--- config.mk ---
export PLATFORM = sky130hd
export DESIGN_NAME = cia_queue
export DESIGN_NICKNAME = d
export VERILOG_FILES = /design/src/design/cia_pkg.sv /design/src/design/cia_queue.sv
export SDC_FILE = /design/constraint.sdc
export NUM_CORES = 1
export LEC_CHECK = 0
export ABC_AREA = 1
export CORE_MARGIN = 10
export CORE_UTILIZATION = 65
export DETAILED_ROUTE_END_ITERATION = 7
export DONT_BUFFER_PORTS = 1
export PLACE_DENSITY_LB_ADDON = 0.05
export SETUP_SLACK_MARGIN = 0.15
export SLEW_MARGIN = 20
export SYNTH_ARGS = -nofsm -noshare
export SYNTH_HDL_FRONTEND = slang
export SYNTH_SLANG_ARGS = --single-unit
--- constraint.sdc ---
create_clock -name clk -period 10.45 [get_ports clk]
set_input_delay 2.09 -clock clk [delete_from_list [all_inputs] [get_ports clk]]
set_output_delay 2.09 -clock clk [all_outputs]
set_load 0.05 [all_outputs]
--- src/design/cia_pkg.sv ---
// Shared types and constants for the checked integer ALU.
// No dependencies.
`default_nettype none
package cia_pkg;
	typedef enum logic [2:0] {
		OP_ADD = 3'd0, OP_SUB = 3'd1, OP_MUL = 3'd2, OP_DIV = 3'd3,
		OP_EQ = 3'd4, OP_LT = 3'd5, OP_GT = 3'd6, OP_AND = 3'd7
	} op_t;

	typedef enum logic [2:0] {
		ERR_OK = 3'd0, ERR_ADD = 3'd1, ERR_SUB = 3'd2, ERR_MUL = 3'd3,
		ERR_DIV = 3'd4, ERR_I32 = 3'd5
	} err_t;

	localparam logic [63:0] S64_MIN = 64'h8000_0000_0000_0000;
	localparam logic [63:0] S64_MAX = 64'h7FFF_FFFF_FFFF_FFFF;
	localparam logic [63:0] S32_MIN = 64'hFFFF_FFFF_8000_0000;
	localparam logic [63:0] S32_MAX = 64'h0000_0000_7FFF_FFFF;

	typedef struct packed {
		logic [2:0]         op;
		logic signed [63:0] lhs;
		logic signed [63:0] rhs;
	} in_item_t;

	typedef struct packed {
		logic signed [63:0] value;
		logic [2:0]         error_code;
	} out_item_t;

	// classified item between front and back
	typedef struct packed {
		op_t         op;
		logic        narrow;
		logic [63:0] a;
		logic [63:0] b;
		logic        neg;
		logic        arith;
		logic        div_bad;
	} work_t;
endpackage
`default_nettype wire

--- src/design/cia_queue.sv ---
// Two-entry queue between front and back ends.
// Depends on cia_pkg.
`default_nettype none
module cia_queue (
	input  wire            clk,
	input  wire            arst_n,
	input  wire            i_valid,
	output logic           i_ready,
	input  cia_pkg::work_t i_data,
	output logic           o_valid,
	input  wire            o_ready,
	output cia_pkg::work_t o_data
);
	import cia_pkg::*;
	work_t      mem_q [2];
	logic       wp_q, rp_q;
	logic [1:0] cnt_q;
	logic       push, pop;

	assign i_ready = cnt_q != 2'd2;
	assign o_valid = cnt_q != 2'd0;
	assign o_data  = mem_q[rp_q];
	assign push    = i_valid && i_ready;
	assign pop     = o_valid && o_ready;

	always_ff @(posedge clk or negedge arst_n) begin
		if (!arst_n) begin
			wp_q  <= 1'b0;
			rp_q  <= 1'b0;
			cnt_q <= 2'd0;
		end else begin
			if (push) wp_q <= !wp_q;
			if (pop) rp_q <= !rp_q;
			cnt_q <= cnt_q + {1'b0, push} - {1'b0, pop};
		end
	end

	always_ff @(posedge clk) begin
		if (push) begin
			mem_q[wp_q] <= i_data;
		end
	end

	assert property (@(posedge clk) disable iff (!arst_n) cnt_q != 2'd3)
		else $error("queue count out of range");
	assert property (@(posedge clk) disable iff (!arst_n)
		(cnt_q == 2'd2 && !pop) |=> cnt_q == 2'd2)
		else $error("full queue lost an entry");
	assert property (@(posedge clk) disable iff (!arst_n)
		(cnt_q == 2'd0) |-> (wp_q == rp_q))
		else $error("empty queue with pointers apart");
endmodule
`default_nettype wire

**Yosys cells after proc, flatten, opt, wreduce, memory -nomap -nowiden**

Memories as Yosys holds them, arrays and structs flattened.
Index checks and enable logic that the tools add are counted.

- Memories kept: 1
- Output and inout bits: 137
- RAM bits: 270
- Input port bits: 139
- Flip-flop bits (word level): 4

Memory list:

| memory | depth | bits a word | read ports | clocked after memory_dff | write ports | RTL line | RTL |
|---|---|---|---|---|---|---|---|
| mem_q | 2 | 135 | 1 | 0 | 1 | cia_queue.sv:15 | `work_t mem_q [2];` |

- Muxes and demuxes: 2
- Equality and inequality tests: 1
- Reductions and logical operators: 5
- $add $sub $neg: 2

Operator list:

| operator | number |
|---|---|
| adder 2 x 1 -> 2 bit | 1 |
| logical AND 1 bit | 2 |
| zero test 1 bit | 2 |
| 2-to-1 mux 1 bit | 2 |
| inequality test 2 bit (second input constant) | 1 |
| nonzero test 2 bit | 1 |
| subtractor 2 x 1 -> 2 bit | 1 |

**Depth between registers and ports, before layout**

- Depth after elaboration: 4
- Gate-level depth with buffers: 12
- Gate-level depth less buffers: 12

**Worst setup path after synthesis**

No wires, ideal clock.

- Path type: input port to flip-flop
- Start point: input i_valid
- End point: memory mem_q[1][0] (netlist name) (enable)
- Buffers on the path: 0
- Library setup time: 0.633 ns
- Required time: 9.817 ns
- Path slack: 1.961 ns
- Arrival: 7.856 ns
- Stages on the path: 2
- Cells stage by stage: nand2_1 nor2_1

- Cells in the longest elaborated chain, start to end: 3

Ends and longest elaborated chain:

| what | RTL line | RTL |
|---|---|---|
| start: declaration | cia_queue.sv:7 | `input wire i_valid,` |
| logical AND 1 bit | cia_queue.sv:23 | `assign push = i_valid && i_ready;` |
| 2-to-1 mux 1 bit | cia_queue.sv:39 | `if (push) begin` |
| 2-to-1 mux 1 bit (not written as such) | cia_queue.sv:40 | `mem_q[wp_q] <= i_data;` |
| end: declaration | cia_queue.sv:15 |  |

No other way between the ends.

==> results.md <==
- Slew headroom: 40.2%
- Setup crit end kind: output pin
- Status: finished clean
- Drt drc: 0
- Most frequent CP cell: nand2_1
- CP delay by family, top: buffers and inverters
- Syn avg cell area: 13.6 um2
- Critical Path RT: 8.36 ns
- Synth warnings: 0
- IO buf count: 0
- Sequential area share after synthesis: 81.9%
- Max Freq: 190 MHz
- Total setup buffers inserted after CTS: 0
- Wire per inst: 22.2 um
- Synth Register Bits: 274
- Total Neg Setup Slack: 0 ns
- Post-Route Skew: 0.00977 ns
- Total number of vias: 5,257
- Post-CTS Hold Buffers: 0
- Worst slew pin tran: 0.897 ns
- Worst-Skew Late Latency: 0.51 ns
- Largest net degree at the start of global routing: 86
- # diodes: 0
- Slowest stage delay, CP: 0.78 ns
- Grt ovf: 0
- Global-route wire length before repair: 30.2 mm
- Buf/Inv on CP: 2
- Die Width: 144 um
- WL final: 21.0 mm
- Mapped Area: 10,000 um2
- Final net count: 881
- Die height: 144 um
- Fin crit share: 50.4%
- Startpoint types: register
- DP Wirelength: 14.3 mm
- Row cnt: 45
- Ys flop type: edfxtp_1
- Fillers: 970
- Critical path class: reg -> out
- CTS tree: done
- Die ar.: 20,800 um2
- Final slew viol count: 0
- Vias per cell: 5.54
- Initial DRT Pass Iterations: 4
- WP data arrival: 3.18 ns
- Hold WC Path Type: reg -> reg
- Number of global-route vias before repair: 5,362
- Post-synth top area share: 80.9%
- Slowest cell on crit path: buf_4
- Clock tree buffer depth: 3
- Synth cell count leaders: nand2_1, edfxtp_1, buf_2, inv_1, buf_4
- # clock sinks: 274
- Area grow syn2layout: 9.51%
- Async SR Flop Fraction: 1.46%
- Largest area contributor in the netlist: edfxtp_1
- Layout cell share with drive strength beyond 1: 5.78%
- EDFF count, synth: 270
- CTS buffer count: 26
- Most instantiated library cell after synthesis: nand2_1
- Post-cts sizing count: 0
- Post-synth net total: 876
- H-tree levels: 1
- Crit path cell chain: inv_4, buf_4, nand2_1, nand2_1
- Antenna violations before repair: 0
- Reg clk slew, reported paths: 0.06 ns
- DRT antenna net count: 0
- Starting Density: 66.2%
- Endpoints failing setup: 0
- DRT iter0 DRCs: 378
- Final hold violation count: 0
- Root Driver: clkbuf_16
- Synth top area cells: edfxtp_1, nand2_1, buf_2, dfrtp_1, buf_4
- GP Congestion: 0.775
- RSZ-0062 raised after global routing: no
- Crit path time final: 5.27 ns
- Post-Syn Instances: 736
- CP Max Fanout: 83
- Gr usage total: 19.2%
- IO Pins: 276
- Area of the core: 15,100 um2
- Max-cap viol count: 0
- Unique masters post-synth: 14
[cells in the final DEF (no fill, tap or decap), drive strengths merged]
master	n
inv	8
clkbuf	33
edfxtp	270
nor2	5
nand2	414
bufinv	2
nand3	2
clkinv	13
buf	6
a21oi	1
xor2	1
dfrtp	4
o21ai	1
ha	1
[layout make-up]
cell class | count | area, um2 | area share (%)
inverter | 8 | 32.5 | 0.296
clock inverter | 15 | 119 | 1.08
multi-input combinational | 425 | 1630 | 14.8
sequential | 274 | 8210 | 74.8
clock buffer | 33 | 698 | 6.36
timing repair buffer | 6 | 48.8 | 0.445
tap | 188 | 235 | 2.14
[cells by family (layout without fill, tap and decap cells)]
group,after synthesis,count (layout),share of synthesized area (%)
buf+inv,37,62,1.99
flops,274,274,81.9
xor+xnor,1,1,0.0874
fa+ha+maj,1,1,0.125
simple gates,421,421,15.8
compound gates,2,2,0.0998
[sequential cells by signal, indices dropped and copies added, names as in the netlist]
register,count
cnt_q,2
wp_q,1
mem_q,270
rp_q,1
[per-layer routing]
metal / part of all wire [%] / up-vias / wire length, um / GRT usage (%)
li1: - / 2490 / - / -
met1: 33 / 2498 / 6910 / 19.9
met2: 50 / 228 / 10500 / 32.6
met3: 14 / 41 / 2980 / 10.1
met4: 3.1 / 0 / 652 / 6.65
met5: 0 / - / 0 / 0
[worst paths after layout]
check / slack (ns) / start / cells past startpoint / to
worst max-delay path: 5.18 / rp_q$_DFFE_PN0P_ / 4 / o_data[13]
worst min-delay path: 0.57 / cnt_q[0]$_DFF_PN0_ / 1 / cnt_q[0]$_DFF_PN0_
worst max register to register: 6.73 / cnt_q[0]$_DFF_PN0_ / 6 / mem_q[1][87]$_DFFE_PP_
worst min register to register: 0.57 / cnt_q[0]$_DFF_PN0_ / 1 / cnt_q[0]$_DFF_PN0_
max in group asynchronous: 9.10 / arst_n / 0 / rp_q$_DFFE_PN0P_
min in group asynchronous: 1.27 / arst_n / 0 / cnt_q[0]$_DFF_PN0_
[stage by stage]
stage | setup WS, ns | hold slack, ns | util, % | cells | instance area, um2
global placement | 5.70 | 0.544 | 67.0 | 901 | 10200
detailed placement | 5.67 | 0.552 | 67.0 | 901 | 10200
global route | 4.98 | 0.600 | 72.5 | 949 | 11000
CTS | 5.11 | 0.575 | 72.4 | 949 | 11000
finish | 5.18 | 0.572 | 72.5 | 949 | 11000
floorplan | 1.96 | 0.485 | - | 736 | 10000
Power is not shown: default switching activity piles up to over one toggle a cycle in this logic, so the estimate is an artifact.
