<file path="src/design/cia_pkg.sv">
// Shared types and constants for the checked integer ALU.
// No dependencies.
`default_nettype none
package cia_pkg;
	typedef enum logic [2:0] {
		OP_ADD = 3'd0, OP_SUB = 3'd1, OP_MUL = 3'd2, OP_DIV = 3'd3,
		OP_EQ = 3'd4, OP_LT = 3'd5, OP_GT = 3'd6, OP_AND = 3'd7
	} op_t;

	typedef enum logic [2:0] {
		ERR_OK = 3'd0, ERR_ADD = 3'd1, ERR_SUB = 3'd2, ERR_MUL = 3'd3,
		ERR_DIV = 3'd4, ERR_I32 = 3'd5
	} err_t;

	localparam logic [63:0] S64_MIN = 64'h8000_0000_0000_0000;
	localparam logic [63:0] S64_MAX = 64'h7FFF_FFFF_FFFF_FFFF;
	localparam logic [63:0] S32_MIN = 64'hFFFF_FFFF_8000_0000;
	localparam logic [63:0] S32_MAX = 64'h0000_0000_7FFF_FFFF;

	typedef struct packed {
		logic [2:0]         op;
		logic signed [63:0] lhs;
		logic signed [63:0] rhs;
	} in_item_t;

	typedef struct packed {
		logic signed [63:0] value;
		logic [2:0]         error_code;
	} out_item_t;

	// classified item between front and back
	typedef struct packed {
		op_t         op;
		logic        narrow;
		logic [63:0] a;
		logic [63:0] b;
		logic        neg;
		logic        arith;
		logic        div_bad;
	} work_t;
endpackage
`default_nettype wire

</file>
<file path="src/design/cia_front.sv">
// Front end: accepts items, narrows operands and classifies them.
// Depends on cia_pkg.
`default_nettype none
module cia_front (
	input  wire              clk,
	input  wire              arst_n,
	input  wire              narrow_mode,
	input  wire              in_valid,
	output logic             in_ready,
	input  cia_pkg::in_item_t in_data,
	output logic             w_valid,
	input  wire              w_ready,
	output cia_pkg::work_t   w_data
);
	import cia_pkg::*;
	logic   [63:0] a, b;
	work_t  nxt;
	logic   full_q;
	work_t  data_q;

	always_comb begin
		a = narrow_mode ? {{32{in_data.lhs[31]}}, in_data.lhs[31:0]} : in_data.lhs;
		b = narrow_mode ? {{32{in_data.rhs[31]}}, in_data.rhs[31:0]} : in_data.rhs;
		nxt.op      = op_t'(in_data.op);
		nxt.narrow  = narrow_mode;
		nxt.a       = a;
		nxt.b       = b;
		nxt.neg     = a[63] ^ b[63];
		nxt.arith   = !in_data.op[2];
		nxt.div_bad = (b == '0) || (a == S64_MIN && b == '1);
	end

	assign in_ready = !full_q || w_ready;
	assign w_valid  = full_q;
	assign w_data   = data_q;

	always_ff @(posedge clk or negedge arst_n) begin
		if (!arst_n) begin
			full_q <= 1'b0;
		end else if (in_ready) begin
			full_q <= in_valid;
		end
	end

	always_ff @(posedge clk) begin
		if (in_ready && in_valid) begin
			data_q <= nxt;
		end
	end
endmodule
`default_nettype wire

</file>
<file path="config.mk">
export PLATFORM = sky130hd
export DESIGN_NAME = cia_front
export DESIGN_NICKNAME = d
export VERILOG_FILES = /design/src/design/cia_pkg.sv /design/src/design/cia_front.sv
export SDC_FILE = /design/constraint.sdc
export NUM_CORES = 1
export LEC_CHECK = 0
export BUFFER_PORTS_ARGS = -buffer_cell sky130_fd_sc_hd__clkbuf_2
export CAP_MARGIN = 10
export CORE_MARGIN = 4
export CORE_UTILIZATION = 48
export CTS_CLUSTER_SIZE = 20
export DETAILED_ROUTE_END_ITERATION = 12
export GPL_ROUTABILITY_DRIVEN = 0
export PLACE_DENSITY = 0.84
export SLEW_MARGIN = 0
export SYNTH_ARGS = -nofsm -noshare
export SYNTH_HDL_FRONTEND = slang
export SYNTH_SLANG_ARGS = --single-unit
</file>
<file path="constraint.sdc">
create_clock -name clk -period 10.6 [get_ports clk]
set_clock_uncertainty 0.15 [all_clocks]
set_input_delay 1.06 -clock clk [delete_from_list [all_inputs] [get_ports clk]]
set_output_delay 1.06 -clock clk [all_outputs]
set_load 0.005 [all_outputs]
</file>
## Word-level counts from Yosys, hierarchy flattened

Cells that the tools add are included.

| word-level totals | value |
|---|---|
| logic and storage cells | 20 |
| bits of input ports | 136 |
| register bits after elaboration | 136 |
| output and inout port bits | 137 |

| operators by class | value |
|---|---|
| muxes and demuxes | 2 |
| equality and inequality tests | 2 |
| bitwise gates (word level) | 1 |
| reductions and logical operators | 7 |

Operator list:

| cell | number |
|---|---|
| == test 64 bit, second input constant | 2 |
| 2-to-1 mux 64 bit | 2 |
| zero test 64 bit | 1 |
| logical AND 1 bit | 2 |
| zero test 1 bit | 2 |
| logical OR 1 bit | 2 |
| bitwise XOR 1 bit | 1 |

## Longest topological paths before layout

Gate-level depths: netlist of run 1.

| depth | value |
|---|---|
| depth in word-level cells | 4 |
| gate-level depth with buffers | 7 |
| mapped depth without buffers | 5 |

## Worst setup path after synthesis of run 1

No wires, ideal clock.

| timing path | value |
|---|---|
| path kind | input port to flip-flop |
| start | input w_ready |
| end | register data_q (netlist bit w_data[0]), enable pin |
| cell stages on the path | 2 |
| required time | 9.939 ns |
| path buffers | 0 |
| setup time | 0.511 ns |
| slack | 5.611 ns |
| arrival time | 4.328 ns |
| cells stage by stage | nand2b_1 > and2_1 |

| on the way | value |
|---|---|
| cells in the longest elaborated chain, start to end | 2 |

RTL lines:

| element | line | RTL |
|---|---|---|
| start, declared | cia_front.sv:12 | `input wire w_ready,` |
| logical OR 1 bit | cia_front.sv:33 | `assign in_ready = !full_q \|\| w_ready;` |
| logical AND 1 bit | cia_front.sv:46 | `if (in_ready && in_valid) begin` |
| end signal, assigned | cia_front.sv:47 | `data_q <= nxt;` |
| end, declared | cia_front.sv:19 | `work_t data_q;` |

No other way between the ends.
A chain may end at the register's enable or synchronous reset.

==> results of run 1 <==
kinds of logic (layout without fill, tap and decap cells):
family          count (synthesis)  count (layout)  share of synthesized area
mux                             3               3                   0.006248
xor+xnor                        1               1                   0.001683
compound gates                 65              65                    0.06369
flops                         136             136                     0.7835
buf+inv                        77             369                    0.05696
simple gates                   75              75                    0.08796
worst max-delay path by stage:
stage / start / end / depth (start not counted)
after floorplan: w_ready / w_data[0] / 2
final: narrow_mode / w_data[0] / 7
after global routing: narrow_mode / w_data[0] / 7
after global placement: narrow_mode / w_data[0] / 7
after detailed placement: narrow_mode / w_data[0] / 7
after CTS: narrow_mode / w_data[0] / 7
synth_stat cells:
library cell and n:
sky130_fd_sc_hd__mux2_2 2, sky130_fd_sc_hd__mux2i_1 1, sky130_fd_sc_hd__edfxtp_1 135, sky130_fd_sc_hd__nand4b_1 2, sky130_fd_sc_hd__nor2_1 6, sky130_fd_sc_hd__inv_1 63
sky130_fd_sc_hd__buf_6 1, sky130_fd_sc_hd__nand4_1 23, sky130_fd_sc_hd__o21ai_1 2, sky130_fd_sc_hd__o21ai_0 61, sky130_fd_sc_hd__dfrtp_1 1, sky130_fd_sc_hd__a2111o_1 1
sky130_fd_sc_hd__nand2_1 4, sky130_fd_sc_hd__nor4bb_1 1, sky130_fd_sc_hd__xor2_1 1, sky130_fd_sc_hd__nor4_1 25, sky130_fd_sc_hd__or4_1 2, sky130_fd_sc_hd__nand3_1 1
sky130_fd_sc_hd__nor4b_1 2, sky130_fd_sc_hd__buf_1 1, sky130_fd_sc_hd__nand2b_1 2, sky130_fd_sc_hd__and2_1 1, sky130_fd_sc_hd__clkbuf_1 12, sky130_fd_sc_hd__nor3_1 4
sky130_fd_sc_hd__and4b_1 1, sky130_fd_sc_hd__a21oi_1 1, sky130_fd_sc_hd__or3_1 1
registers in the layout, indices dropped and copies added (netlist names):
| signal | count |
|---|---|
| w_data | 135 |
| w_valid | 1 |
through the flow:
stage / power, W / hold WS (ns) / cell area [µm²]
6_report: 0.001356 / 0.1554 / 7295
5_1_grt: 0.001407 / 0.1237 / 7295
4_1_cts: 0.001363 / 0.1339 / 7295
3_5_place_dp: 0.0007696 / 0.3869 / 6695
3_3_place_gp: 0.0007645 / 0.3620 / 6695
2_1_floorplan: 0.0006914 / 0.3871 / 5206
per-layer routing:
| layer | GRT usage | routed length [µm] |
|---|---|---|
| met3 | 0.09434 | 1492 |
| met4 | 0.09295 | 475 |
| met2 | 0.4338 | 8311 |
| met5 | 0 | 0 |
| met1 | 0.2858 | 5779 |
power groups by stage:
stage          Clock, W  Sequential, W  Combinational (W)
6_report       0.000597       0.000643           0.000116
5_1_grt        0.000635       0.000645           0.000127
4_1_cts        0.000603       0.000644           0.000116
3_5_place_dp          0       0.000654           0.000116
3_3_place_gp          0       0.000653           0.000111
2_1_floorplan         0       0.000660          0.0000318
cell type report:
cell class | count | area share
sequential | 136 | 0.5592
tap | 136 | 0.02333
clock buffer | 19 | 0.05780
clock inverter | 13 | 0.02436
inverter | 63 | 0.03242
timing repair buffer | 274 | 0.1887
multi-input combinational | 144 | 0.1142
worst reg2reg max path, cell delays in order, from the launching register on:
cell,delay [ns]
sky130_fd_sc_hd__dfrtp_1,0.38
sky130_fd_sc_hd__nand2b_1,0.11
sky130_fd_sc_hd__and2_4,0.63
sky130_fd_sc_hd__buf_4,0.91
==> impl_table.tex, run 1 <==
\begin{tabular}{lr}
\hline
Metric & Value \\
\hline
\multicolumn{2}{l}{\textbf{Logic synthesis}} \\
\quad Largest area contributor in the netlist & sky130\_fd\_sc\_hd\_\_edfxtp\_1 \\
\quad Synthesized net count & 493 \\
\quad Warnings from Yosys & 0 \\
\quad Share of the synthesized area in the top cell type & 0.7787 \\
\quad Most area-consuming cells after synthesis & sky130\_fd\_sc\_hd\_\_edfxtp\_1, sky130\_fd\_sc\_hd\_\_o21ai\_0, sky130\_fd\_sc\_hd\_\_inv\_1 \\
\quad Flop and latch count out of synthesis & 136 \\
\quad Post-Syn Instances & $\sim$360 \\
\quad Synthesized area divided by synthesized cell count & 14.58 µm² \\
\quad Register area share after synthesis & 0.7835 \\
\quad Total standard cell area after synthesis & 5206 µm² \\
\quad Distinct cell type count after synthesis & 27 \\
\multicolumn{2}{l}{\textbf{Worst setup path}} \\
\quad Setup Crit Path Kind & in -> reg \\
\quad Reg-to-reg setup timing slack & between 7 and 8 ns \\
\quad Type of origin of the critical path & input port \\
\quad Worst R2R Start & w\_valid \\
\quad Bufs and invs on worst path & 2 \\
\quad Crit path required time & 10.82 ns \\
\quad Cell-by-cell listing of the critical path & clkbuf\_2 -> buf\_4 -> nand2\_1 -> o21ai\_0 -> nand4b\_1 -> a2111o\_1 -> o21ai\_1 \\
\quad End of the worst register-to-register path & w\_data[74] \\
\quad Endpoint class of the critical path & flop \\
\quad Worst reg-to-reg path cell count & 3 \\
\quad Largest fanout on the critical path & 71 \\
\quad Worst endpoint data arrival time & about 3.2 ns \\
\quad Highest-delay cell along the critical path & sky130\_fd\_sc\_hd\_\_nand2\_1 \\
\quad Cell family with the largest share of critical-path delay & compound AO/OA/AOI/OAI gates \\
\quad Maximum cell stage delay along the critical path & 0.60 ns \\
\multicolumn{2}{l}{\textbf{Clocking}} \\
\quad CTS-repair resized insts & 0 \\
\quad CTS tree & done \\
\quad Root cell of the clock tree & sky130\_fd\_sc\_hd\_\_clkbuf\_8 \\
\quad Clock network latency to the later pin of the worst-skew pair & between 0.5 and 0.6 ns \\
\quad Maximum root-to-sink buffer count & 2 \\
\quad Hold\_buf cts & 0 \\
\quad Post-CTS Setup Repair Bufs & 0 \\
\quad Level count of the clock H-tree & 4 \\
\quad Clk pin slew, worst setup/hold paths & 0.06 ns \\
\quad Clk sinks & 136 \\
\quad Inserted Clock Buffers & 17 \\
\multicolumn{2}{l}{\textbf{GRT}} \\
\quad Largest net degree at the start of global routing & 81 \\
\quad Number of global-route vias before repair & roughly 4.3k \\
\quad Sum of overflow across all layers after global routing & 0 \\
\quad Wire length of the first global-routing pass & approximately 24 mm \\
\quad GR Util All Layers & 0.2515 \\
\quad Number of antenna violations at the first check in global routing & 0 \\
\multicolumn{2}{l}{\textbf{Final layout}} \\
\quad Most common cell after layout, fill and taps aside & sky130\_fd\_sc\_hd\_\_clkbuf\_2 \\
\quad Number of antenna cells inserted & 0 \\
\quad Total area of multi-input combinational cells & roughly 830 µm² \\
\quad Share of final-layout standard cells stronger than drive strength 1 & 0.4700 \\
\quad Register area & 4079 µm² \\
\quad Fill cell count & 748 \\
\quad Non-filler cells, final & around 800 \\
\quad Nets & roughly 770 \\
\quad Layout overhead on the synthesized area & 40.11\% \\
\quad Utilization after layout & 0.6972 \\
\quad Most frequent cells in the layout & sky130\_fd\_sc\_hd\_\_clkbuf\_2, sky130\_fd\_sc\_hd\_\_edfxtp\_1, sky130\_fd\_sc\_hd\_\_inv\_1 \\
\multicolumn{2}{l}{\textbf{Timing}} \\
\quad Fin Setup TNS & 0 ns \\
\quad Final Worst Setup Slack & 7.667 ns \\
\quad Final worst path period share & 0.2767 \\
\quad Final max-slew violation count & 0 \\
\quad FMAX & 340.9 MHz \\
\quad Least-Margin Pin Slew & 1.019 ns \\
\quad Worst slew margin relative to its limit & 0.3208 \\
\quad Unrepaired setup endpoints after global routing & no \\
\quad Final setup violation count & 0 \\
\quad Fin crit period & 2.933 ns \\
\quad Count of final hold-check violations & 0 \\
\multicolumn{2}{l}{\textbf{Outcome}} \\
\quad Status & finished clean \\
\multicolumn{2}{l}{\textbf{Routing}} \\
\quad Detailed-route wire length & 16.06 mm \\
\quad Number of DRC markers after the initial detailed-route iteration & between 300 and 400 \\
\quad Detailed-route vias per instance & 5.386 \\
\quad Antenna viol nets, final & 0 \\
\quad Detailed-route via count & about 4.2k \\
\quad Number of optimization iterations in the first detailed-route pass & 5 \\
\quad DR WL/cell & 20.46 µm \\
\quad Remaining design rule violation count & 0 \\
\multicolumn{2}{l}{\textbf{Pwr}} \\
\quad Switching component of the power & 0.0002963 W \\
\quad Cell Pwr Density & 186.0 nW/µm² \\
\quad Clock share of power & 0.440 \\
\quad Internal Dissipation & 0.001060 W \\
\quad Maximum VDD drop & a little under 0.00009 V \\
\quad Part of the total power dissipated in combinational logic & 0.085 \\
\quad Seq pwr share & 0.474 \\
\quad Static leakage & 3.237 nW \\
\quad Switching portion of total power & 0.2185 \\
\multicolumn{2}{l}{\textbf{Floorplanning}} \\
\quad Horizontal die dimension & 112.1 µm \\
\quad IO Pins & 273 \\
\quad Die Y & 112.1 µm \\
\quad Core Footprint & $\sim$10000 µm² \\
\quad Starting utilization of the core area & 0.4976 \\
\quad FP Rows & 37 \\
\quad Die footprint & between 10000 and 15000 µm² \\
\multicolumn{2}{l}{\textbf{Min path}} \\
\quad Min-delay worst type & in -> async \\
\multicolumn{2}{l}{\textbf{Placed design}} \\
\quad Worst Setup Slack post-DPL & 7.129 ns \\
\quad Placed cell count & about 750 \\
\quad Buffers on Ports & 272 \\
\quad Dpl hpwl & 12.27 mm \\
\multicolumn{2}{l}{\textbf{Job}} \\
\quad Max capacitance violation total & 0 \\
\hline
\end{tabular}
Note: power is estimated with default switching activity, not from simulation.
==> run 2, diff against run 1 <==
--- a/config.mk
+++ b/config.mk
@@ -8,11 +8,11 @@
 export BUFFER_PORTS_ARGS = -buffer_cell sky130_fd_sc_hd__clkbuf_2
 export CAP_MARGIN = 10
 export CORE_MARGIN = 4
-export CORE_UTILIZATION = 48
+export CORE_UTILIZATION = 45
 export CTS_CLUSTER_SIZE = 20
 export DETAILED_ROUTE_END_ITERATION = 12
 export GPL_ROUTABILITY_DRIVEN = 0
-export PLACE_DENSITY = 0.84
+export PLACE_DENSITY = 0.8
 export SLEW_MARGIN = 0
 export SYNTH_ARGS = -nofsm -noshare
 export SYNTH_HDL_FRONTEND = slang
==> constraint.sdc (replaced) <==
create_clock -name clk -period 3.1 [get_ports clk]
set_clock_uncertainty 0.15 [all_clocks]
set_input_delay 0.31 -clock clk [delete_from_list [all_inputs] [get_ports clk]]
set_output_delay 0.31 -clock clk [all_outputs]
set_load 0.005 [all_outputs]
==> impl_table.tex, run 2 (synthesis gave the netlist of run 1 again) <==
\begin{tabular}{lr}
\hline
Metric & Value \\
\hline
\multicolumn{2}{l}{\textbf{Clocking}} \\
\quad Level count of the clock H-tree & 4 (unchanged) \\
\quad Clk pin slew, worst setup/hold paths & 0.05 ns (about the same) \\
\quad Root cell of the clock tree & sky130\_fd\_sc\_hd\_\_clkbuf\_16 \\
\quad CTS tree & done \\
\quad Maximum root-to-sink buffer count & 2 (unchanged) \\
\quad Clock network latency to the later pin of the worst-skew pair & 0.40 ns (-0.11 ns) \\
\quad Inserted Clock Buffers & 17 (unchanged) \\
\quad Clk sinks & 136 (unchanged) \\
\multicolumn{2}{l}{\textbf{Routing}} \\
\quad Detailed-route wire length & 17.09 mm (+6.4\%) \\
\quad Detailed-route vias per instance & 5.237 (-2.8\%) \\
\quad Antenna viol nets, final & 0 (unchanged) \\
\quad Detailed-route via count & 4504 (+6.5\%) \\
\quad Number of DRC markers after the initial detailed-route iteration & 416 (+12\%) \\
\quad Number of optimization iterations in the first detailed-route pass & 5 (unchanged) \\
\quad DR WL/cell & 19.87 µm (-2.9\%) \\
\quad Remaining design rule violation count & 0 (unchanged) \\
\multicolumn{2}{l}{\textbf{Placed design}} \\
\quad Worst Setup Slack post-DPL & 0.8486 ns (-6.280 ns) \\
\quad Buffers on Ports & 272 (unchanged) \\
\quad DP Area & 6766 µm² (+1.1\%) \\
\quad Dpl hpwl & 11.88 mm (-3.2\%) \\
\quad Placed cell count & 765 (+1.6\%) \\
\multicolumn{2}{l}{\textbf{Pwr}} \\
\quad Switching portion of total power & 0.2164 (-0.002059) \\
\quad Switching component of the power & 0.0009773 W (+230\%) \\
\quad Maximum VDD drop & 0.0004512 V (+410\%) \\
\quad Clock share of power & 0.407 (-0.033) \\
\quad Cell Pwr Density & 568.0 nW/µm² (+210\%) \\
\quad Part of the total power dissipated in combinational logic & 0.106 (+0.021) \\
\quad Internal Dissipation & 0.003539 W (+230\%) \\
\quad Static leakage & 3.513 nW (+8.5\%) \\
\quad Seq pwr share & 0.487 (+0.013) \\
\multicolumn{2}{l}{\textbf{Min path}} \\
\quad Hold-critical path depth & 1 \\
\quad Min-delay worst type & in -> reg \\
\multicolumn{2}{l}{\textbf{Final layout}} \\
\quad Nets & 843 (+9.2\%) \\
\quad Non-filler cells, final & 860 (+9.6\%) \\
\quad Register area & 4079 µm² (unchanged) \\
\quad Utilization after layout & 0.6992 (+0.002039) \\
\quad Share of final-layout standard cells stronger than drive strength 1 & 0.4198 (-0.05015) \\
\quad Number of antenna cells inserted & 0 (unchanged) \\
\quad Finished Cell Area & 7950 µm² (+9.0\%) \\
\quad Layout overhead on the synthesized area & 52.70\% \\
\quad Most frequent cells in the layout & sky130\_fd\_sc\_hd\_\_clkbuf\_2, sky130\_fd\_sc\_hd\_\_edfxtp\_1, sky130\_fd\_sc\_hd\_\_dlygate4sd3\_1 \\
\quad Most common cell after layout, fill and taps aside & sky130\_fd\_sc\_hd\_\_clkbuf\_2 \\
\quad Fill cell count & 786 (+5.1\%) \\
\quad Largest register FFs & 135 (unchanged) \\
\quad Total area of multi-input combinational cells & 833.3 µm² (unchanged) \\
\multicolumn{2}{l}{\textbf{Timing}} \\
\quad Final worst path period share & 0.7373 \\
\quad Fin Setup TNS & 0 ns (unchanged) \\
\quad Count of final hold-check violations & 0 (unchanged) \\
\quad Worst slew margin relative to its limit & 0.5956 (+0.2748) \\
\quad Final Worst Setup Slack & 0.8144 ns (-6.852 ns) \\
\quad FMAX & around 440 MHz \\
\quad Unrepaired setup endpoints after global routing & no \\
\quad Least-Margin Pin Slew & 0.6065 ns (-0.4122 ns) \\
\quad Fin crit period & 2.286 ns \\
\quad Final max-slew violation count & 0 (unchanged) \\
\quad Final setup violation count & 0 (unchanged) \\
\multicolumn{2}{l}{\textbf{Worst setup path}} \\
\quad Worst reg-to-reg path cell count & 3 (unchanged) \\
\quad Worst endpoint data arrival time & 2.39 ns (-0.77 ns) \\
\quad Setup Crit Path Kind & in -> reg \\
\quad Largest fanout on the critical path & 2 (-97\%) \\
\quad Endpoint class of the critical path & flop \\
\quad Crit path required time & 3.21 ns (-7.61 ns) \\
\quad Type of origin of the critical path & input port \\
\multicolumn{2}{l}{\textbf{Floorplanning}} \\
\quad Horizontal die dimension & 115.6 µm (+3.0\%) \\
\quad Die Y & 115.6 µm (+3.0\%) \\
\quad FP Rows & 39 (+5.4\%) \\
\quad Core Footprint & 11370 µm² (+8.7\%) \\
\quad Die footprint & 13350 µm² (+6.2\%) \\
\quad Starting utilization of the core area & 0.4579 (-0.03970) \\
\quad IO Pins & 273 (unchanged) \\
\multicolumn{2}{l}{\textbf{GRT}} \\
\quad Sum of overflow across all layers after global routing & 0 (unchanged) \\
\quad Global-route track usage on met3 & 0.07311 (-0.02123) \\
\quad GR Util All Layers & 0.2548 (+0.003343) \\
\quad GRT Max-Usage Layer & met2 \\
\quad Global Route met1 Usage & 0.2834 (-0.002346) \\
\quad Wire length of the first global-routing pass & 25.05 mm (+5.4\%) \\
\quad Number of global-route vias before repair & 4715 (+11\%) \\
\quad Number of antenna violations at the first check in global routing & 0 (unchanged) \\
\quad Largest net degree at the start of global routing & 54 (-33\%) \\
\quad Met2 track utilization from global routing & 0.4483 (+0.01445) \\
\multicolumn{2}{l}{\textbf{Job}} \\
\quad Max capacitance violation total & 0 (unchanged) \\
\multicolumn{2}{l}{\textbf{Outcome}} \\
\quad Status & finished clean \\
\hline
\end{tabular}
-- run 2: cell types whose count changed in the layout (fill, tap and decap cells not counted), moves of 3 or more --
cell / before / now
sky130_fd_sc_hd__clkinv_1: 2 / 6
sky130_fd_sc_hd__buf_4: 2 / 5
sky130_fd_sc_hd__dlygate4sd3_1: 0 / 66
sky130_fd_sc_hd__clkinvlp_4: 3 / 0
-- run 2: timing repair --
| action | CTS | global route |
|---|---|---|
| buffers inserted | 0 | 0 |
| hold buffers | 66 | 0 |
| hold endpoints to repair | 67 | 0 |
| gates resized for setup | 0 | 0 |
-- run 2: area by class of cell --
class | instances | share of cell area
clock buffers | 21 | 0.05540
inverters | 63 | 0.02975
repair buffers | 345 | 0.2641
multi-input cells | 144 | 0.1048
flip-flops and latches | 136 | 0.5131
well taps | 143 | 0.02251
clock inverters | 8 | 0.01039
-- run 2: power by group through the flow --
stage	clock [W]	combinational (W)	sequential, W
6_report	0.00184	0.000480	0.00220
5_1_grt	0.00195	0.000524	0.00221
4_1_cts	0.00184	0.000475	0.00220
3_5_place_dp	0	0.000405	0.00223
3_3_place_gp	0	0.000393	0.00223
2_1_floorplan	0	0.000109	0.00225
-- run 2: per-layer routing --
metal,up-vias,share of wire
met3,53,0.096
met2,302,0.52
met1,2103,0.35
li1,2046,-
met5,-,0
met4,0,0.037
-- run 2: worst paths after layout --
kind	from	to	slack (ns)
worst max-delay path	in_data[69]	w_data[0]	0.81
worst min-delay path	in_data[16]	w_data[19]	0.02
worst max register to register	w_valid	w_data[15]	1.18
worst min register to register	w_valid	w_valid	0.39
max in group asynchronous	arst_n	w_valid	2.64
min in group asynchronous	arst_n	w_valid	0.07
-- run 2: through the flow --
stage | total power (W) | hold slack (ns)
after global routing | 0.004682 | 0.007945
after CTS | 0.004516 | 0.002225
after detailed placement | 0.002636 | -0.06337
final | 0.004516 | 0.01964
after global placement | 0.002619 | -0.06369
after floorplan | 0.002357 | -0.1356
-- run 2: worst max-delay path, cell delays in order --
cell	delay, ns
sky130_fd_sc_hd__dlygate4sd3_1	0.55
sky130_fd_sc_hd__clkbuf_2	0.13
sky130_fd_sc_hd__nor4_1	0.39
sky130_fd_sc_hd__nand4_1	0.20
sky130_fd_sc_hd__nor4_1	0.49
sky130_fd_sc_hd__nand4_1	0.16
sky130_fd_sc_hd__o21ai_1	0.16
